**config.mk**
```make
export PLATFORM = sky130hd
export DESIGN_NAME = multilevel_feedback_queue_scheduler_core
export DESIGN_NICKNAME = d
export VERILOG_FILES = /design/src/sv/mfqs_pkg.sv /design/src/sv/mfqs_ram.sv /design/src/sv/multilevel_feedback_queue_scheduler_core.sv
export VERILOG_INCLUDE_DIRS = /design/src /design/src/sv
export SDC_FILE = /design/constraint.sdc
export NUM_CORES = 2
export LEC_CHECK = 0
export ABC_AREA = 1
export BUFFER_PORTS_ARGS = -buffer_cell sky130_fd_sc_hd__clkbuf_2
export CORE_MARGIN = 2
export CORE_UTILIZATION = 46
export CTS_CLUSTER_SIZE = 12
export DETAILED_ROUTE_END_ITERATION = 6
export GPL_TIMING_DRIVEN = 0
export HOLD_SLACK_MARGIN = 0.12
export MAX_ROUTING_LAYER = met4
export PLACE_DENSITY = 0.7
export SLEW_MARGIN = 5
export SYNTH_ARGS = -nofsm -noshare
export SYNTH_HDL_FRONTEND = slang
export SYNTH_SLANG_ARGS = --single-unit
export TNS_END_PERCENT = 1
```
**constraint.sdc**
```tcl
create_clock -name clk_i -period 73.4 [get_ports clk_i]
set_clock_uncertainty 0.2 [all_clocks]
set_input_delay 14.68 -clock clk_i [delete_from_list [all_inputs] [get_ports clk_i]]
set_output_delay 14.68 -clock clk_i [all_outputs]
set_load 0.005 [all_outputs]
```
**src/sv/assert_macros.svh**
```systemverilog
// ----------------------------------------------------------------------------
// assert_macros
// Assertion helpers shared by the scheduler RTL.
// ----------------------------------------------------------------------------
`ifndef ASSERT_MACROS_SVH
`define ASSERT_MACROS_SVH
`ifndef SYNTHESIS
// Property must hold at every clock edge outside reset.
`define MFQ_ASSERT(lbl, clk, rstn, prop) \
  lbl: assert property (@(posedge clk) disable iff (!rstn) prop) \
    else $error("MFQ assertion failed");
// Condition must never be seen outside reset.
`define MFQ_NEVER(lbl, clk, rstn, cond) \
  lbl: assert property (@(posedge clk) disable iff (!rstn) !(cond)) \
    else $error("MFQ forbidden condition seen");
`else
`define MFQ_ASSERT(lbl, clk, rstn, prop)
`define MFQ_NEVER(lbl, clk, rstn, cond)
`endif
`endif

```
**src/sv/mfqs_pkg.sv**
```systemverilog
// ----------------------------------------------------------------------------
// mfqs_pkg
// Shared constants and codes of the multilevel feedback queue scheduler.
// ----------------------------------------------------------------------------
package mfqs_pkg;

  localparam int unsigned MaxJobsDef = 64;
  localparam int unsigned LevelsDef  = 4;
  localparam int unsigned SliceStep  = 500;

  localparam int unsigned IdW     = 6;
  localparam int unsigned RunW    = 15;
  localparam int unsigned GrantW  = 16;
  localparam int unsigned TimeW   = 32;
  localparam int unsigned CfgIdxW = 2;
  localparam int unsigned CfgW    = 16;

  // Operation codes of an input item.
  typedef enum logic [0:0] {
    OP_ADD      = 1'b0,
    OP_DISPATCH = 1'b1
  } op_e;

  // Result status codes.
  typedef enum logic [2:0] {
    ST_ADDED    = 3'd0,
    ST_PARTIAL  = 3'd1,
    ST_FINISHED = 3'd2,
    ST_IDLE     = 3'd3,
    ST_REJECTED = 3'd4
  } status_e;

  // Configuration register indexes.
  typedef enum logic [1:0] {
    REG_BASE_SLICE   = 2'd0,
    REG_NUM_LEVELS   = 2'd1,
    REG_BOOST_PERIOD = 2'd2
  } cfg_reg_e;

endpackage

```
**src/sv/mfqs_ram.sv**
```systemverilog
// ----------------------------------------------------------------------------
// mfqs_ram
// Generic simple dual-port RAM: one write port, one registered read port.
// ----------------------------------------------------------------------------
module mfqs_ram #(
  parameter int unsigned Width = 8,
  parameter int unsigned Depth = 16
) (
  input  logic                     clk_i,
  input  logic                     we_i,
  input  logic [$clog2(Depth)-1:0] waddr_i,
  input  logic [Width-1:0]         wdata_i,
  input  logic [$clog2(Depth)-1:0] raddr_i,
  output logic [Width-1:0]         rdata_o
);

  logic [Width-1:0] mem_q [Depth];

  // Write and registered read.
  always_ff @(posedge clk_i) begin
    if (we_i) begin
      mem_q[waddr_i] <= wdata_i;
    end
    rdata_o <= mem_q[raddr_i];
  end

endmodule

```
**src/sv/multilevel_feedback_queue_scheduler_core.sv**
```systemverilog
// ----------------------------------------------------------------------------
// multilevel_feedback_queue_scheduler_core
// Multilevel feedback queue scheduler with queue rings held in RAM.
// ----------------------------------------------------------------------------
// Usage: an input item is accepted when in_valid_i is high and in_stall_o is
// low. An add item (operation 0) puts a job at the tail of the top queue; a
// dispatch item (operation 1) serves one round. Each item gives exactly one
// result item on the output channel, held in an output register until
// out_stall_i is low. A new item is taken only once the previous result has
// left the output register.
// Sequence: an add gives its result straight from the idle state. A dispatch
// goes through search with queue RAM read, run-time RAM read and update.
// When boosting is on and the round count is non-zero, a bit-serial modulo
// of the 32-bit round count by the boost period comes first; if the remainder
// is zero, a boost then moves each job of each lower level to the top queue.
// Reset clears all queues, counters, time and the per-job flags; the RAMs
// need no clearing pass. Configuration writes take effect at once.
// ----------------------------------------------------------------------------
`include "assert_macros.svh"

module multilevel_feedback_queue_scheduler_core #(
  parameter int unsigned MAX_JOBS = mfqs_pkg::MaxJobsDef,
  parameter int unsigned LEVELS   = mfqs_pkg::LevelsDef
) (
  input  logic                         clk_i,
  input  logic                         rst_ni,
  // Configuration write port.
  input  logic                         cfg_we_i,
  input  logic [mfqs_pkg::CfgIdxW-1:0] cfg_idx_i,
  input  logic [mfqs_pkg::CfgW-1:0]    cfg_wdata_i,
  // Input channel.
  input  logic                         in_valid_i,
  output logic                         in_stall_o,
  input  logic                         operation_i,
  input  logic [mfqs_pkg::IdW-1:0]     job_id_i,
  input  logic [mfqs_pkg::RunW-1:0]    run_length_i,
  // Output channel.
  output logic                         out_valid_o,
  input  logic                         out_stall_i,
  output logic [2:0]                   status_o,
  output logic [mfqs_pkg::IdW-1:0]     served_id_o,
  output logic [1:0]                   served_level_o,
  output logic [mfqs_pkg::GrantW-1:0]  granted_time_o,
  output logic [mfqs_pkg::TimeW-1:0]   start_time_o,
  output logic [mfqs_pkg::TimeW-1:0]   end_time_o,
  output logic                         first_run_o,
  output logic                         boosted_o
);

  localparam int unsigned IdxW  = (MAX_JOBS > 1) ? $clog2(MAX_JOBS) : 1;
  localparam int unsigned CntW  = $clog2(MAX_JOBS + 1);
  localparam int unsigned LvW   = (LEVELS > 1) ? $clog2(LEVELS) : 1;
  localparam int unsigned BlW   = $clog2(LEVELS + 1);
  localparam int unsigned SDep  = LEVELS * MAX_JOBS;
  localparam int unsigned SAW   = $clog2(SDep);
  localparam int unsigned IdW   = mfqs_pkg::IdW;
  localparam int unsigned RunW  = mfqs_pkg::RunW;
  localparam int unsigned TimeW = mfqs_pkg::TimeW;

  typedef enum logic [2:0] {
    S_IDLE, S_MOD, S_BOOST, S_BWR, S_FIND, S_RID, S_RREM
  } state_e;

  // Configuration registers.
  logic [14:0] base_slice_q;
  logic [2:0]  num_levels_q;
  logic [15:0] boost_period_q;

  // Control and scheduler state.
  state_e                 state_q;
  logic [IdxW-1:0]        head_q [LEVELS];
  logic [CntW-1:0]        count_q [LEVELS];
  logic [MAX_JOBS-1:0]    has_run_q;
  logic [MAX_JOBS-1:0]    queued_q;
  logic [CntW-1:0]        pending_q;
  logic [TimeW-1:0]       time_q;
  logic [31:0]            round_q;
  logic                   bst_q;
  logic [BlW-1:0]         blvl_q;
  logic [LvW-1:0]         found_q;
  logic [IdxW-1:0]        job_q;
  logic [15:0]            mrem_q;
  logic [31:0]            msh_q;
  logic [5:0]             mcnt_q;

  // Output register.
  logic                   out_valid_q;
  logic [2:0]             status_q;
  logic [IdW-1:0]         sid_q;
  logic [1:0]             slvl_q;
  logic [15:0]            grant_q;
  logic [TimeW-1:0]       t0_q;
  logic [TimeW-1:0]       t1_q;
  logic                   first_q;
  logic                   bsto_q;

  // RAM ports.
  logic            st_we;
  logic [SAW-1:0]  st_waddr;
  logic [SAW-1:0]  st_raddr;
  logic [IdW-1:0]  st_wdata;
  logic [IdW-1:0]  st_rdata;
  logic            rt_we;
  logic [IdxW-1:0] rt_waddr;
  logic [IdxW-1:0] rt_raddr;
  logic [RunW-1:0] rt_wdata;
  logic [RunW-1:0] rt_rdata;

  // Search, slice and tail helpers.
  logic            any_found;
  logic [LvW-1:0]  first_lvl;
  logic [2:0]      eff_lvls;
  logic [LvW-1:0]  next_lvl;
  logic [15:0]     slice;
  logic            in_acc;
  logic            add_ok;
  logic [IdxW-1:0] in_idx;
  logic [LvW-1:0]  bl_idx;
  logic [16:0]     mod_try;
  logic            rem_gt;

  function automatic logic [IdxW-1:0] ring_pos(input logic [IdxW-1:0] h,
                                               input logic [CntW-1:0] c);
    logic [CntW:0] s;
    s = (CntW+1)'(h) + (CntW+1)'(c);
    if (s >= (CntW+1)'(MAX_JOBS)) begin
      s = s - (CntW+1)'(MAX_JOBS);
    end
    return IdxW'(s);
  endfunction

  function automatic logic [IdxW-1:0] ring_inc(input logic [IdxW-1:0] h);
    logic [IdxW:0] s;
    s = (IdxW+1)'(h) + (IdxW+1)'(1);
    if (s >= (IdxW+1)'(MAX_JOBS)) begin
      s = '0;
    end
    return IdxW'(s);
  endfunction

  function automatic logic [SAW-1:0] st_addr(input logic [LvW-1:0] l,
                                             input logic [IdxW-1:0] p);
    return SAW'(SAW'(l) * SAW'(MAX_JOBS) + SAW'(p));
  endfunction

  // Handshake and input decode.
  assign in_stall_o = (state_q != S_IDLE) | out_valid_q;
  assign in_acc     = in_valid_i & ~in_stall_o;
  assign in_idx     = IdxW'(job_id_i);
  assign add_ok     = (32'(job_id_i) < 32'(MAX_JOBS)) && !queued_q[in_idx] &&
                      (pending_q != CntW'(MAX_JOBS));
  assign bl_idx     = blvl_q[LvW-1:0];
  assign mod_try    = {mrem_q, msh_q[31]};

  // Highest non-empty level.
  always_comb begin
    any_found = 1'b0;
    first_lvl = '0;
    for (int l = LEVELS - 1; l >= 0; l--) begin
      if (count_q[l] != '0) begin
        any_found = 1'b1;
        first_lvl = LvW'(l);
      end
    end
  end

  // Slice of the served level and the level an unfinished job goes to.
  always_comb begin
    eff_lvls = num_levels_q;
    if (eff_lvls == 3'd0) begin
      eff_lvls = 3'd1;
    end
    if (32'(eff_lvls) > 32'(LEVELS)) begin
      eff_lvls = 3'(LEVELS);
    end
    slice    = 16'(base_slice_q) + 16'(16'(found_q) * 16'(mfqs_pkg::SliceStep));
    rem_gt   = 16'(rt_rdata) > slice;
    next_lvl = found_q;
    if (32'(found_q) + 32'd1 < 32'(eff_lvls)) begin
      next_lvl = LvW'(32'(found_q) + 32'd1);
    end
  end

  // RAM access control.
  always_comb begin
    st_we    = 1'b0;
    st_waddr = '0;
    st_wdata = '0;
    st_raddr = '0;
    rt_we    = 1'b0;
    rt_waddr = '0;
    rt_wdata = '0;
    rt_raddr = job_q;
    case (state_q)
      S_IDLE: begin
        if (in_acc && operation_i == mfqs_pkg::OP_ADD && add_ok) begin
          st_we    = 1'b1;
          st_waddr = st_addr('0, ring_pos(head_q[0], count_q[0]));
          st_wdata = job_id_i;
          rt_we    = 1'b1;
          rt_waddr = in_idx;
          rt_wdata = run_length_i;
        end
      end
      S_BOOST: begin
        st_raddr = st_addr(bl_idx, head_q[bl_idx]);
      end
      S_BWR: begin
        st_we    = 1'b1;
        st_waddr = st_addr('0, ring_pos(head_q[0], count_q[0]));
        st_wdata = st_rdata;
      end
      S_FIND: begin
        st_raddr = st_addr(first_lvl, head_q[first_lvl]);
      end
      S_RID: begin
        rt_raddr = IdxW'(st_rdata);
      end
      S_RREM: begin
        rt_we    = 1'b1;
        rt_waddr = job_q;
        rt_wdata = rem_gt ? RunW'(16'(rt_rdata) - slice) : '0;
        if (rem_gt) begin
          st_we    = 1'b1;
          st_waddr = st_addr(next_lvl, ring_pos(head_q[next_lvl], count_q[next_lvl]));
          st_wdata = IdW'(job_q);
        end
      end
      default: begin
      end
    endcase
  end

  // Queue ring store, one ring of MAX_JOBS ids per level.
  mfqs_ram #(.Width(IdW), .Depth(SDep)) u_store (
    .clk_i  (clk_i),
    .we_i   (st_we),
    .waddr_i(st_waddr),
    .wdata_i(st_wdata),
    .raddr_i(st_raddr),
    .rdata_o(st_rdata)
  );

  // Remaining run time per job.
  mfqs_ram #(.Width(RunW), .Depth(MAX_JOBS)) u_remain (
    .clk_i  (clk_i),
    .we_i   (rt_we),
    .waddr_i(rt_waddr),
    .wdata_i(rt_wdata),
    .raddr_i(rt_raddr),
    .rdata_o(rt_rdata)
  );

  // Sequencer, scheduler state and output register.
  always_ff @(posedge clk_i or negedge rst_ni) begin
    if (!rst_ni) begin
      base_slice_q   <= 15'd1000;
      num_levels_q   <= 3'd4;
      boost_period_q <= '0;
      state_q        <= S_IDLE;
      for (int l = 0; l < LEVELS; l++) begin
        head_q[l]  <= '0;
        count_q[l] <= '0;
      end
      has_run_q   <= '0;
      queued_q    <= '0;
      pending_q   <= '0;
      time_q      <= '0;
      round_q     <= '0;
      bst_q       <= 1'b0;
      blvl_q      <= '0;
      found_q     <= '0;
      job_q       <= '0;
      mrem_q      <= '0;
      msh_q       <= '0;
      mcnt_q      <= '0;
      out_valid_q <= 1'b0;
      status_q    <= '0;
      sid_q       <= '0;
      slvl_q      <= '0;
      grant_q     <= '0;
      t0_q        <= '0;
      t1_q        <= '0;
      first_q     <= 1'b0;
      bsto_q      <= 1'b0;
    end else begin
      // Configuration writes.
      if (cfg_we_i) begin
        case (cfg_idx_i)
          mfqs_pkg::REG_BASE_SLICE:   base_slice_q   <= cfg_wdata_i[14:0];
          mfqs_pkg::REG_NUM_LEVELS:   num_levels_q   <= cfg_wdata_i[2:0];
          mfqs_pkg::REG_BOOST_PERIOD: boost_period_q <= cfg_wdata_i;
          default: begin
          end
        endcase
      end

      if (out_valid_q && !out_stall_i) begin
        out_valid_q <= 1'b0;
      end

      case (state_q)
        S_IDLE: begin
          if (in_acc) begin
            if (operation_i == mfqs_pkg::OP_ADD) begin
              out_valid_q <= 1'b1;
              sid_q       <= job_id_i;
              slvl_q      <= '0;
              grant_q     <= '0;
              t0_q        <= time_q;
              t1_q        <= time_q;
              first_q     <= 1'b0;
              bsto_q      <= 1'b0;
              if (add_ok) begin
                status_q           <= mfqs_pkg::ST_ADDED;
                has_run_q[in_idx]  <= 1'b0;
                queued_q[in_idx]   <= 1'b1;
                pending_q          <= pending_q + 1'b1;
                count_q[0]         <= count_q[0] + 1'b1;
              end else begin
                status_q <= mfqs_pkg::ST_REJECTED;
              end
            end else begin
              bst_q  <= 1'b0;
              blvl_q <= BlW'(1);
              if (boost_period_q != '0 && round_q != '0) begin
                mrem_q  <= '0;
                msh_q   <= round_q;
                mcnt_q  <= '0;
                state_q <= S_MOD;
              end else begin
                state_q <= S_FIND;
              end
            end
          end
        end
        // Bit-serial remainder of the round count by the boost period.
        S_MOD: begin
          if (mod_try >= {1'b0, boost_period_q}) begin
            mrem_q <= 16'(mod_try - {1'b0, boost_period_q});
          end else begin
            mrem_q <= 16'(mod_try);
          end
          msh_q  <= {msh_q[30:0], 1'b0};
          mcnt_q <= mcnt_q + 1'b1;
          if (mcnt_q == 6'd31) begin
            if (mod_try == {1'b0, boost_period_q} || mod_try == '0) begin
              bst_q   <= 1'b1;
              state_q <= S_BOOST;
            end else begin
              state_q <= S_FIND;
            end
          end
        end
        // Move every lower queue, one job at a time, to the top queue.
        S_BOOST: begin
          if (32'(blvl_q) >= 32'(LEVELS)) begin
            state_q <= S_FIND;
          end else if (count_q[bl_idx] == '0) begin
            blvl_q <= blvl_q + 1'b1;
          end else begin
            state_q <= S_BWR;
          end
        end
        S_BWR: begin
          head_q[bl_idx]  <= ring_inc(head_q[bl_idx]);
          count_q[bl_idx] <= count_q[bl_idx] - 1'b1;
          count_q[0]      <= count_q[0] + 1'b1;
          state_q         <= S_BOOST;
        end
        // Pick the highest non-empty level and pop its head.
        S_FIND: begin
          round_q <= round_q + 1'b1;
          if (!any_found) begin
            out_valid_q <= 1'b1;
            status_q    <= mfqs_pkg::ST_IDLE;
            sid_q       <= '0;
            slvl_q      <= '0;
            grant_q     <= '0;
            t0_q        <= time_q;
            t1_q        <= time_q;
            first_q     <= 1'b0;
            bsto_q      <= bst_q;
            state_q     <= S_IDLE;
          end else begin
            found_q            <= first_lvl;
            head_q[first_lvl]  <= ring_inc(head_q[first_lvl]);
            count_q[first_lvl] <= count_q[first_lvl] - 1'b1;
            state_q            <= S_RID;
          end
        end
        S_RID: begin
          job_q   <= IdxW'(st_rdata);
          state_q <= S_RREM;
        end
        // Run the job for its slice or to its end.
        S_RREM: begin
          out_valid_q      <= 1'b1;
          sid_q            <= IdW'(job_q);
          slvl_q           <= 2'(found_q);
          t0_q             <= time_q;
          first_q          <= ~has_run_q[job_q];
          bsto_q           <= bst_q;
          has_run_q[job_q] <= 1'b1;
          if (rem_gt) begin
            status_q          <= mfqs_pkg::ST_PARTIAL;
            grant_q           <= slice;
            time_q            <= time_q + TimeW'(slice);
            t1_q              <= time_q + TimeW'(slice);
            count_q[next_lvl] <= count_q[next_lvl] + 1'b1;
          end else begin
            status_q        <= mfqs_pkg::ST_FINISHED;
            grant_q         <= 16'(rt_rdata);
            time_q          <= time_q + TimeW'(rt_rdata);
            t1_q            <= time_q + TimeW'(rt_rdata);
            queued_q[job_q] <= 1'b0;
            pending_q       <= pending_q - 1'b1;
          end
          state_q <= S_IDLE;
        end
        default: begin
          state_q <= S_IDLE;
        end
      endcase
    end
  end

  assign out_valid_o    = out_valid_q;
  assign status_o       = status_q;
  assign served_id_o    = sid_q;
  assign served_level_o = slvl_q;
  assign granted_time_o = grant_q;
  assign start_time_o   = t0_q;
  assign end_time_o     = t1_q;
  assign first_run_o    = first_q;
  assign boosted_o      = bsto_q;

  // Consistency checks.
  logic [CntW+3:0] count_sum;
  logic            counts_ok;
  always_comb begin
    count_sum = '0;
    for (int l = 0; l < LEVELS; l++) begin
      count_sum = count_sum + (CntW+4)'(count_q[l]);
    end
  end
  assign counts_ok = (count_sum == (CntW+4)'(pending_q));

  `MFQ_NEVER(a_pending_bound, clk_i, rst_ni, 32'(pending_q) > 32'(MAX_JOBS))
  `MFQ_ASSERT(a_counts_match, clk_i, rst_ni, (state_q == S_IDLE) |-> counts_ok)
  `MFQ_ASSERT(a_boost_enabled, clk_i, rst_ni, (state_q == S_MOD) |-> (boost_period_q != '0))
  `MFQ_ASSERT(a_done_to_out, clk_i, rst_ni, (state_q == S_RREM) |=> (out_valid_q && state_q == S_IDLE))

endmodule
```
# --- After elaboration in Yosys (flattened, before gate mapping) ---
# Memories as Yosys holds them, arrays and structs flattened. A register that Yosys moved wholly into a read port is not among the register bits.
# Index checks and enable logic that the tools add are counted.
word_totals:
  regBits: 448
  ramBits: 2496
  in_bits: 45
  memories: 2
mem_list:
  columns: ["memory", "depth", "width", "read_ports", "rd_clocked_by_memory_dff", "write_ports", "line", "rtl"]
  rows:
  - ["u_store.mem_q", 256, 6, 1, 1, 1, "mfqs_ram.sv:17", "logic [Width-1:0] mem_q [Depth];"]
  - ["u_remain.mem_q", 64, 15, 1, 1, 1, "mfqs_ram.sv:17", null]
op_classes:
  n_addsub: 24
  multipliers: 1
  n_lt_le_gt_ge: 19
  eq_ne: 25
  n_mux: 172
  bitwise_logic: 14
  reduce_logical: 46
ops:
  columns: ["op", "n"]
  rows:
  - ["$mux W64", 7]
  - ["$pmux W64 S2", 2]
  - ["$mux W32", 7]
  - ["$pmux W32 S3", 2]
  - ["$mux W6", 27]
  - ["$and A64 B64 Y64", 2]
  - ["$mux W16", 8]
  - ["$not A64 Y64", 2]
  - ["$or A64 B64 Y64", 2]
  - ["$mux W7", 16]
  - ["$bwmux W28", 3]
  - ["$pmux W32 S2", 1]
  - ["$pmux W21 S3", 1]
  - ["$mux W28", 2]
  - ["$mux W3", 18]
  - ["$bwmux W24", 2]
  - ["$pmux W16 S3", 1]
  - ["$pmux W24 S2", 1]
  - ["$bmux W7 S2", 3]
  - ["$demux W7 S2", 3]
  - ["$bmux W6 S2", 3]
  - ["$pmux W6 S3", 2]
  - ["$add A32 B1 Y32 const B", 1]
  - ["$add A32 B15 Y32", 1]
  - ["77 further kinds", 184]

# --- Longest topological paths before layout ---
depth:
  depth_word: 18
  mapped_depth: 44

# --- Modules after synthesis ---
# From an unflattened synthesis, not the netlist that was laid out.
unflattened:
  cells_unflattened: 12669
  hier_area_um2: 130801.7
modules_own_cells:
  columns: ["module", "n_inst", "cells_per_inst", "area_each_um2"]
  rows:
  - ["mfqs_ram (u_store)", 1, 5386, 63151.8]
  - ["mfqs_ram (u_remain)", 1, 3322, 39337.7]
  - ["multilevel_feedback_queue_scheduler_core", 1, 3961, 28312.2]

# --- Worst setup path before layout ---
# Ideal clock, no wire load.
synth_timing:
  kind: "input to register"
  startpoint: "input port job_id_i[0] in the netlist's numbering"
  endpoint: "memory u_store.mem_q[0][5] in the netlist's numbering (data pin)"
  setup_time_ns: 3.367
  arrival_time_ns: 20.957
  required_time_ns: 69.833
  slack_ns: 48.876
  path_stages: 14
  n_path_buf: 1
  path_cell_list: "buf_4 -> inv_6 -> nand3_4 -> inv_2 -> a22oi_1 -> and3_1 -> nand4_1 -> nand2_1 -> nand2_1 -> nor2_2 -> nand4_2 -> inv_1 -> nand2_1 -> o311ai_0"
synth_between:
  elab_chain_len: 7
synth_lines:
  columns: ["element", "line", "rtl"]
  rows:
  - ["start, declared", "multilevel_feedback_queue_scheduler_core.sv:35", "input logic [mfqs_pkg::IdW-1:0] job_id_i,"]
  - ["$bmux W1 S6", "multilevel_feedback_queue_scheduler_core.sv:150", "assign add_ok = (32'(job_id_i) < 32'(MAX_JOBS)) && !queued_q[in_idx] &&"]
  - ["$mux W1 (implied by the code)", "multilevel_feedback_queue_scheduler_core.sv:150", null]
  - ["$logic_not A1 Y1", "multilevel_feedback_queue_scheduler_core.sv:150", null]
  - ["$logic_and A1 B1 Y1", "multilevel_feedback_queue_scheduler_core.sv:150", null]
  - ["$logic_and A1 B1 Y1", "multilevel_feedback_queue_scheduler_core.sv:196", "if (in_acc && operation_i == mfqs_pkg::OP_ADD && add_ok) begin"]
  - ["$mux W6", "multilevel_feedback_queue_scheduler_core.sv:196", null]
  - ["$pmux W6 S3", "multilevel_feedback_queue_scheduler_core.sv:194", "case (state_q)"]
  - ["via st_wdata[5]", "multilevel_feedback_queue_scheduler_core.sv:101", "logic [IdW-1:0] st_wdata;"]
  - ["end, declared", "mfqs_ram.sv:17", null]
# The timed path passes the listed nets, and every way through them passes these cells. The select of a mux whose other input is x is not followed.

# --- Final worst setup path ---
layout_timing:
  startpoint: "input port job_id_i[2] in the netlist's numbering"
  endpoint: "memory u_store.mem_q[136][0] in the netlist's numbering (enable)"
layout_between:
  elab_chain_len: 9
layout_lines:
  columns: ["element", "line", "rtl"]
  rows:
  - ["$bmux W1 S6 (*)", "multilevel_feedback_queue_scheduler_core.sv:150", null]
  - ["$mux W1 (implied by the code) (*)", "multilevel_feedback_queue_scheduler_core.sv:150", null]
  - ["$logic_not A1 Y1 (*)", "multilevel_feedback_queue_scheduler_core.sv:150", null]
  - ["$logic_and A1 B1 Y1 (*)", "multilevel_feedback_queue_scheduler_core.sv:150", null]
  - ["$logic_and A1 B1 Y1 (*)", "multilevel_feedback_queue_scheduler_core.sv:196", null]
  - ["$mux W1", "multilevel_feedback_queue_scheduler_core.sv:196", null]
  - ["$pmux W1 S3", "multilevel_feedback_queue_scheduler_core.sv:194", null]
  - ["$mux W1", "mfqs_ram.sv:21", "if (we_i) begin"]
  - ["$mux W1 (implied by the code)", "mfqs_ram.sv:22", "mem_q[waddr_i] <= wdata_i;"]
# Every way passes the cells marked *; elsewhere a longest branch is shown, timed or not. The select of a mux whose other input is x is not followed.

==> impl_metrics.ini <==
[synthesis]
yosysWarnings = 0
synth_cell_type_count = 72
synth_edf_count = 2496
syn-num-nets = 12659
synth_ff_type = edfxtp_1
synth-async-reset-ratio = 0.151
netlist_area_sq_um = 133000
synth-seq-area-share = 0.651
ys_ff_latch = 2965
syn-mean-instance-area_sq_um = 10.6
syn_inst = 12516

[sta]
hold_slack_ns = 0.272
period_share = 0.273
tightest_slew_ns = 1.53
drv_slew = 8
period_minus_slack_ns = 20.02
slew_headroom = -0.0169
hold_viol_final = 0
final-setup-viol-count = 0
rsz0062_at_grt = no
fin_setup_tns_ns = 0
max_freq_ghz = 0.0500

[layout]
area_delta_synth_final_pct = 13.5
final_layout_size_suffix_gt1_frac = 0.0861
mostFrequentLayoutCells = edfxtp_1, nand2_1, nand3_1
final_common_cell = edfxtp_1
n_fill_cell = 25111
fin_util = 0.525
fin_nets = 13300

[placed_design]
place.gp.congestion = 1.04
dp_hpwl_mm = 349
io_buffers = 136

[worst_setup_path]
r2r_setup_slack_ns = 64.94
worst_ep_arrival_time_ns = 20.33
path_max_fanout = 10
worst_ep_required_time_ns = 73.71
worstReg2RegEnd = end_time_o[27]
endpoint_kind = flip-flop
r2r_cells = 40
worstSetupPathType = in -> reg
crit_path_start_kind = input port
rr_startpoint = found_q[0]

[detailed_routing]
postRouteWirelength_mm = 490
drtIter0Drc = 16278
drc_errors = 1
via_count = 105667
wire_per_inst_um = 28.6
dr.pass1.iters = 7
viasPerCell = 6.16
postRouteAntennaNets = 0

[clocking]
h-tree-depth = 5
cts.sinks = 2965
clk_pin_slew_ns = 0.06
cts_tree = yes
cts_hold_buffers = 0
root_buffer = clkbuf_16
insertion_delay_ns = 0.91
ctsResizeCount = 0
cts_buffers = 311
post_cts_buffers = 0
cts.path.max_buffers = 4

[global_route]
antenna_found_initial = 29
grt_start_max_net_pins = 104
grt_pass1_vias = 98621
grt_remaining_overflow = 0
grt_pass1_wl_mm = 690
grt_usage = 0.334

[min_path]
worstHoldStart = start_time_o[7]
hold_depth = 2
hold_class = reg -> reg
min_to = start_time_o[7]

[run]
max-cap-violations = 1

[die]
num_rows = 197
initial_core_util = 0.462
core_sq_um = 288000
dieArea_sq_um = 294000
dieWidth_um = 542
ioPinCount = 140
die_h_um = 542

[power]
ir_drop_mv = 0.0227
power.density_nw_per_um2 = 22.4
p_leak_nw = 54.7

[outcome]
violations = design-rule violations, max-capacitance violations, max-slew violations
status = complete, but fails checks
[registers in the layout, summed over array words and instances, names as in the netlist, 16 cells and up]
register        flops
round_q            32
head_q             24
boost_period_q     16
queued_q           64
u_store.mem_q    1536
u_remain.mem_q    960
time_q             32
start_time_o       32
count_q            28
granted_time_o     16
end_time_o         32
has_run_q          64
msh_q              32
mrem_q             16
[cells by family after synthesis]
kind of cell,count (synthesis),synth area share
adder cells (fa/ha/maj),98,0.00961
other,1,0.0000282
flip-flops,2965,0.651
buffers and inverters,1867,0.0555
AND/OR/NAND/NOR,5456,0.188
AO/OA/AOI/OAI,2022,0.0893
XOR/XNOR,107,0.00704
[layout make-up]
cell class	instances	area (sq um)	share of cell area
Clock inverter	84	636	0.00421
Timing Repair Buffer	328	3620	0.0240
Buffer	787	3320	0.0220
Clock buffer	421	8440	0.0559
Inverter	1080	4070	0.0269
Tap cell	3781	4730	0.0313
Multi-Input combinational cell	7684	39500	0.262
Antenna cell	30	75.1	0.000497
Sequential cell	2965	86600	0.573
[critical path, cell delays in order]
cell and delay (ns):
buf_4 0.21, inv_4 0.11, nor3_2 1.07, a21oi_1 0.21
nand3_1 0.14, nand2_1 0.15, o41ai_1 0.18, nor2_2 0.08
nand4_2 0.26, nand2_2 0.18, a21boi_2 0.41, inv_2 0.11
nor2_2 0.24, nand2_1 0.85, buf_2 0.70, nor2_1 0.69
[per-stage QoR]
step | setup slack [ns] | std cells | instance area [sq um] | total power, mW
after floorplan | 48.88 | 12516 | 133000 | 1.90
after global placement | 24.50 | 16433 | 139000 | 1.93
after detailed placement | 52.82 | 16625 | 142000 | 1.93
after CTS | 53.71 | 17130 | 151000 | 3.37
after global routing | 53.60 | 17150 | 151000 | 3.44
final | 53.38 | 17160 | 151000 | 3.38
[worst max path at each step]
stage / from / endpoint / slack (ns)
floorplan: job_id_i[0] / u_store.mem_q[0][5] / 48.88
CTS: job_id_i[2] / u_store.mem_q[136][0] / 53.71
global placement: found_q[0] / u_store.mem_q[128][5] / 24.50
finish: job_id_i[2] / u_store.mem_q[136][0] / 53.38
detailed placement: job_id_i[2] / u_store.mem_q[136][1] / 52.82
global route: job_id_i[2] / u_store.mem_q[136][0] / 53.60
[metal layers]
layer / global-route usage / vias to the layer above / routed length, um
li1: - / 45339 / -
met1: 0.417 / 50883 / 176000
met2: 0.488 / 7739 / 214000
met3: 0.0791 / 1706 / 61800
met4: 0.214 / 0 / 37500
met5: - / - / 0
[power by group]
part	internal (mW)	switching (mW)
clock	0.823	0.659
combinational	0.0268	0.0635
sequential	1.81	0.00335
total	2.66	0.726
[cell usage after synthesis, types with 8 or more instances]
master | n | area [sq um]
dfxtp_1 | 21 | 420
nor3_1 | 56 | 280
or2_2 | 9 | 56.3
xor2_1 | 71 | 622
a221oi_1 | 8 | 70.1
o21ai_1 | 12 | 60.1
buf_1 | 35 | 131
a22o_1 | 19 | 166
nand3_1 | 1693 | 8470
edfxtp_1 | 2496 | 75000
nand2_1 | 2054 | 7710
buf_4 | 13 | 97.6
clkinv_1 | 14 | 52.6
buf_2 | 214 | 1070
nor2_2 | 12 | 75.1
nor4_1 | 24 | 150
nand3_4 | 14 | 245
a21oi_1 | 408 | 2040
nor2_1 | 1087 | 4080
inv_1 | 1034 | 3880
nand4_1 | 34 | 213
o211ai_1 | 254 | 1910
a22oi_1 | 38 | 285
ha_1 | 91 | 1140
a31oi_1 | 22 | 138
nand4_4 | 8 | 170
nand2_2 | 16 | 100
xnor2_1 | 36 | 315
o221ai_1 | 130 | 1140
inv_2 | 28 | 105
dfrtp_1 | 441 | 11000
nand3b_1 | 422 | 3170
o22ai_1 | 170 | 1060
o21ai_0 | 911 | 4560
clkbuf_1 | 518 | 1940
(Power assumes the default switching activity.)
